==> src/hdl/iol_pkg.sv <==
`timescale 1ns / 1ps
// Shared types and codes for the indexed ordered list.
// No dependencies; used by iol_cell and indexed_ordered_list.
package iol_pkg;

  localparam int unsigned DATA_W   = 32;
  localparam int unsigned ACTION_W = 3;
  localparam int unsigned POS_W    = 16;
  localparam int unsigned STATUS_W = 2;
  localparam int unsigned COUNT_W  = 13;

  // Action codes on action_i
  localparam logic [ACTION_W-1:0] ACT_READ     = 3'd0;
  localparam logic [ACTION_W-1:0] ACT_INS_HEAD = 3'd1;
  localparam logic [ACTION_W-1:0] ACT_APPEND   = 3'd2;
  localparam logic [ACTION_W-1:0] ACT_INS_AT   = 3'd3;
  localparam logic [ACTION_W-1:0] ACT_DELETE   = 3'd4;

  // Status codes on status_o
  localparam logic [STATUS_W-1:0] ST_DONE  = 2'd0;
  localparam logic [STATUS_W-1:0] ST_RANGE = 2'd1;
  localparam logic [STATUS_W-1:0] ST_FULL  = 2'd2;

  localparam logic [DATA_W-1:0] RD_NONE = '1;

  // Operation broadcast to every cell of the row
  typedef enum logic [1:0] {
    KIND_NONE,
    KIND_READ,
    KIND_INS,
    KIND_DEL
  } kind_e;

  typedef struct packed {
    kind_e             kind;
    logic [DATA_W-1:0] value;
  } cmd_t;

endpackage

==> src/hdl/iol_cell.sv <==
`timescale 1ns / 1ps
// One storage cell of the list row: holds the entry at a fixed position.
// Depends on iol_pkg for the command struct.
module iol_cell #(
  parameter int unsigned IDX_W = 6,
  parameter int unsigned INDEX = 0
) (
  input  logic                        clk_i,
  input  iol_pkg::cmd_t               cmd_i,
  input  logic [IDX_W-1:0]            idx_i,
  input  logic [iol_pkg::DATA_W-1:0]  left_i,
  input  logic [iol_pkg::DATA_W-1:0]  right_i,
  output logic [iol_pkg::DATA_W-1:0]  entry_o,
  output logic [iol_pkg::DATA_W-1:0]  rd_o
);

  localparam logic [IDX_W-1:0] MY_IDX = IDX_W'(INDEX);

  logic [iol_pkg::DATA_W-1:0] entry_q, entry_d;

  // Insert shifts up from the left neighbor, delete pulls from the right
  always_comb begin
    entry_d = entry_q;
    case (cmd_i.kind)
      iol_pkg::KIND_INS: begin
        if (MY_IDX == idx_i) begin
          entry_d = cmd_i.value;
        end else if (MY_IDX > idx_i) begin
          entry_d = left_i;
        end
      end
      iol_pkg::KIND_DEL: begin
        if (MY_IDX >= idx_i) begin
          entry_d = right_i;
        end
      end
      default: ;
    endcase
  end

  always_ff @(posedge clk_i) begin
    entry_q <= entry_d;
  end

  assign entry_o = entry_q;

  // Read contribution, zero unless this cell is addressed
  assign rd_o = ((cmd_i.kind == iol_pkg::KIND_READ) && (MY_IDX == idx_i)) ? entry_q : '0;

endmodule

==> config.mk <==
export PLATFORM = sky130hd
export DESIGN_NAME = iol_cell
export DESIGN_NICKNAME = d
export VERILOG_FILES = /design/src/hdl/iol_pkg.sv /design/src/hdl/iol_cell.sv
export SDC_FILE = /design/constraint.sdc
export NUM_CORES = 1
export LEC_CHECK = 0
export BUFFER_PORTS_ARGS = -buffer_cell sky130_fd_sc_hd__buf_4
export CAP_MARGIN = 10
export CORE_ASPECT_RATIO = 1.4
export CORE_MARGIN = 2
export CORE_UTILIZATION = 35
export CTS_CLUSTER_SIZE = 24
export DETAILED_ROUTE_END_ITERATION = 8
export HOLD_SLACK_MARGIN = 0.03
export MAX_ROUTING_LAYER = met4
export PLACE_DENSITY_LB_ADDON = 0.05
export SETUP_SLACK_MARGIN = 0.2
export SLEW_MARGIN = 20
export SYNTH_ARGS = -nofsm -noshare
export SYNTH_HDL_FRONTEND = slang
export SYNTH_SLANG_ARGS = --single-unit
==> constraint.sdc <==
create_clock -name clk_i -period 2.4 [get_ports clk_i]
set_clock_uncertainty 0.05 [all_clocks]
set_input_delay 0.48 -clock clk_i [delete_from_list [all_inputs] [get_ports clk_i]]
set_output_delay 0.48 -clock clk_i [all_outputs]
set_load 0.03 [all_outputs]
# Yosys cells after proc, flatten, opt, wreduce, memory -nomap -nowiden
# Index checks and enable logic that the tools add are counted.
# op_classes
n_lt_le_gt_ge	2
n_mux	5
reduce_logical	4
n_eq_ne	5
# op_table
op	count
32-bit two-way mux	4
32-bit one-hot mux with 2 select lines	1
1-bit by 6-bit >= comparator with 1-bit output (first input constant)	1
1-bit by 6-bit > comparator with 1-bit output (first input constant)	1
6-bit logical NOT	1
2-bit == test (second input constant)	2
3-bit != test (second input constant)	1
3-bit AND reduction	1
2-bit by 1-bit == test with 1-bit output (second input constant)	1
2-bit != test (second input constant)	1
2-bit nonzero test	1
1-bit logical AND	1
# word_totals
wordCells	17
ff_bits	32
input_bits	105

# Depth between registers and ports, before layout
# depth
ltp_word	4
mapped_depth	4
ltp_nobuf	3

# Worst setup path before layout
# Ideal clock, no wire load.
# synth_timing
path_kind	input port to flip-flop
startpoint	in idx_i[3]
endpoint	reg entry_q (netlist bit entry_o[0]), enable pin
path_buffers	1
stages	3
required_time_ps	1958
arrival_ps	2109
setup_slack_ps	-151
cell_sequence	nor4_2 -> clkbuf_1 -> and3_1
# synth_via
elab_chain_len	3
word_cells_on_any_way	6
classes_between	2 x order compare; 2 x eq/ne; 2 x reduce/logical
# synth_rtl
item	line_no	rtl
from (decl)	iol_cell.sv:10	input logic [IDX_W-1:0] idx_i,
1-bit by 6-bit > comparator with 1-bit output, or another cell as far along	iol_cell.sv:28	end else if (MY_IDX > idx_i) begin
3-bit != test (no line) / 2-bit != test (equally long branches)	-	
3-bit AND reduction (no line) (*)	-	
to (signal assigned)	iol_cell.sv:42	entry_q <= entry_d;
to (decl)	iol_cell.sv:19	logic [iol_pkg::DATA_W-1:0] entry_q, entry_d;
# Mark *: on every way between the ends. The rest lies on a longest branch, timed or not.
# A chain may end at the register's enable or synchronous reset.

# Worst setup path in the final report
# layout_timing
startpoint	in idx_i[3]
endpoint	out rd_o[28] (netlist bit)
# layout_via
elab_chain_len	3
# layout_rtl
item	line_no	rtl
6-bit logical NOT	iol_cell.sv:48	assign rd_o = ((cmd_i.kind == iol_pkg::KIND_READ) && (MY_IDX == idx_i)) ? entry_q : '0;
1-bit logical AND	iol_cell.sv:48	
32-bit two-way mux	iol_cell.sv:48	
to (decl)	iol_cell.sv:14	output logic [iol_pkg::DATA_W-1:0] rd_o
# Every way passes these cells.

==> results.py <==
metrics = {
    "global_routing": {
        "antenna_found_initial": 0,
        "grt_pass1_wl_um": 10900,
        "grt_pass1_vias": 2405,
        "grtUsageTotal": 0.234,
        "gr-total-overflow": 0,
        "grt_max_degree": 33,
    },
    "floorplanning": {
        "die_width_um": 67.1,
        "initial_core_util": 0.359,
        "row_count": 32,
        "die-height_um": 92.4,
        "core_area_um2": 5450,
        "io_pins": 169,
        "die_area_um2": 6200,
    },
    "worst_setup_path": {
        "start_kind": "primary input",
        "cp.required_ns": 1.87,
        "crit_type": "primary input to output port",
        "cp.arrival_ns": 1.95,
        "endpoint_kind": "output port",
        "crit_fanout": 11,
    },
    "detailed_routing": {
        "wire_per_inst_um": 15.6,
        "drt-initial-drc-count": 157,
        "vias_per_cell": 5.24,
        "vias": 2398,
        "post-route-drc-count": 0,
        "drtAntennaViolNets": 0,
        "first_pass_iters": 5,
        "wl_um": 7160,
    },
    "place": {
        "dp_hpwl_um": 4990,
        "routabilityCongestion": 0.815,
        "post-place-ws_ns": -0.0967,
        "io_buffers": 168,
    },
    "timing": {
        "slew-limit-headroom": 0.635,
        "finalCritPeriodShare": 1.03,
        "fmax_ghz": 0.404,
        "final-setup-viol-count": 32,
        "period_minus_slack_ns": 2.48,
        "slew_violations": 0,
        "rsz0062_at_grt": "true",
        "fin_ws_ns": -0.0768,
        "worst_slew_pin_slew_ns": 0.545,
        "finalSetupTns_ns": -1.43,
        "hold_violations": 0,
    },
    "power_and_ir_drop": {
        "swShare": 0.240,
        "leakage_nw": 1.58,
        "clkPwrFrac": 0.304,
        "seqPwrFrac": 0.492,
        "p_int_mw": 0.968,
        "combPwrFrac": 0.204,
        "p_per_area_nw_per_um2": 351,
        "ir_drop_mv": 0.227,
        "switching_power_mw": 0.305,
    },
    "logic_synthesis": {
        "synthSimpleGateAreaFrac": 0.279,
        "synth_top_area_share": 0.492,
        "ys_seq_elements": 32,
        "synth-async-reset-ratio": 0,
        "yosysWarnings": 0,
        "ys_types": 15,
        "synthesis.area_um2": 1950,
        "synth-compound-area-share": 0.184,
        "synthXorXnorAreaFrac": 0,
        "yosys.area_share.adder": 0,
        "ys_seq_area_frac": 0.492,
        "yosysMostFrequentCell": "nor2_1",
        "synth.area.top_cells": "edfxtp_1 (49%), a31oi_1 (10%), and2_1 (10%)",
        "synthMuxAreaShare": 0,
        "synthFlopType": "edfxtp_1",
        "synth_fp_nets": 326,
        "syn_area_per_cell_um2": 8.84,
        "synth_top_family_by_area": "simple AND/OR/NAND/NOR gates",
        "synthCells": 221,
        "synth_largest_area_cell": "edfxtp_1",
        "synth_edf_count": 32,
    },
    "clocking": {
        "cts_buffers": 5,
        "cts-root-buf": "clkbuf_8",
        "cts_tree": "yes",
        "cts_sinks": 32,
        "cts-htree-levels": 2,
        "clockBufferDepth": 2,
        "clk_pin_slew_ns": 0.07,
        "hold_buffers": 0,
    },
    "run_status": {
        "violations": "negative setup slack",
        "status": "finished, violations left",
    },
    "final_layout": {
        "nets": 495,
        "largest_reg_flops": 32,
        "diodes": 0,
        "area_delta_synth_final_pct": 86.0,
        "drive_gt1_frac": 0.577,
    },
    "min_path": {
        "hold_class": "primary input to register",
    },
    "run": {
        "maxCapViolCount": 0,
    },
}
-- logic make-up after synthesis --
logic type,count (synthesis)
AND/OR/NAND/NOR,103
AO/OA/AOI/OAI,64
flip-flops,32
buffers and inverters,22
-- power by group through the flow --
stage,logic [mW],clock network (mW),registers (mW)
floorplan,0.0848,0,0.645
detailed placement,0.258,0,0.638
global route,0.284,0.426,0.626
global placement,0.254,0,0.638
CTS,0.261,0.393,0.626
finish,0.260,0.387,0.626
-- metal layers --
layer  wire length [um]  up-vias  global-route usage
met5                  0        -                   -
met3                543       12              0.0437
met4                142        0              0.0833
met1               2620     1125               0.245
li1                   -     1147                   -
met2               3850      114               0.425
-- cell type report --
type                            count  area (um2)
Clock buffer                        5        68.8
Sequential cell                    32         961
Clock inverter                      2        7.51
Multi-Input combinational cell    167         990
Tap cell                           68        85.1
Timing Repair Buffer              183        1520
Fill cell                         477        1810
Inverter                            1        3.75
-- path summary, 6_finish.rpt --
| check | from | slack, ns | endpoint | cells after the start |
|---|---|---|---|---|
| max | idx_i[3] | -0.08 | rd_o[28] | 7 |
| min | right_i[25] | 0.49 | entry_o[25]$_DFFE_PP_ | 3 |
-- layout by cell type, fill, tap and decap left out, drive strengths merged --
master and count:
a31oi 32, and2 32, edfxtp 32, o21ai 32, inv 1, and3 1
or2 1, nand2 1, or4 1, nand3 32, clkinv 2, buf 183
nor2 33, clkbuf 5, nor4 2
-- worst max-delay path, stage by stage --
cell    delay, ns
buf_6        0.09
or4_4        0.55
nor4_4       0.24
buf_4        0.17
buf_6        0.13
and2_2       0.16
buf_6        0.13
-- what timing repair did --
| item | in CTS | in global routing |
|---|---|---|
| setup buffers | 2 | 0 |
| pin swaps | 14 | 5 |
| resized for setup | 53 | 7 |
| endpoints found under the setup margin | 32 | 32 |
| endpoints found under the hold margin | 0 | 0 |
| gates cloned | 1 | 0 |
-- metrics by stage --
step | hold WS, ns | area [um2] | util | cells | total power, mW
floorplan | 0.684 | 2000 | - | 221 | 0.730
global placement | 0.771 | 3360 | 0.618 | 448 | 0.892
detailed placement | 0.780 | 3360 | 0.618 | 448 | 0.897
CTS | 0.487 | 3620 | 0.665 | 458 | 1.28
global route | 0.506 | 3630 | 0.667 | 458 | 1.34
finish | 0.494 | 3630 | 0.667 | 458 | 1.27
Note: power is estimated with default switching activity, not from simulation.
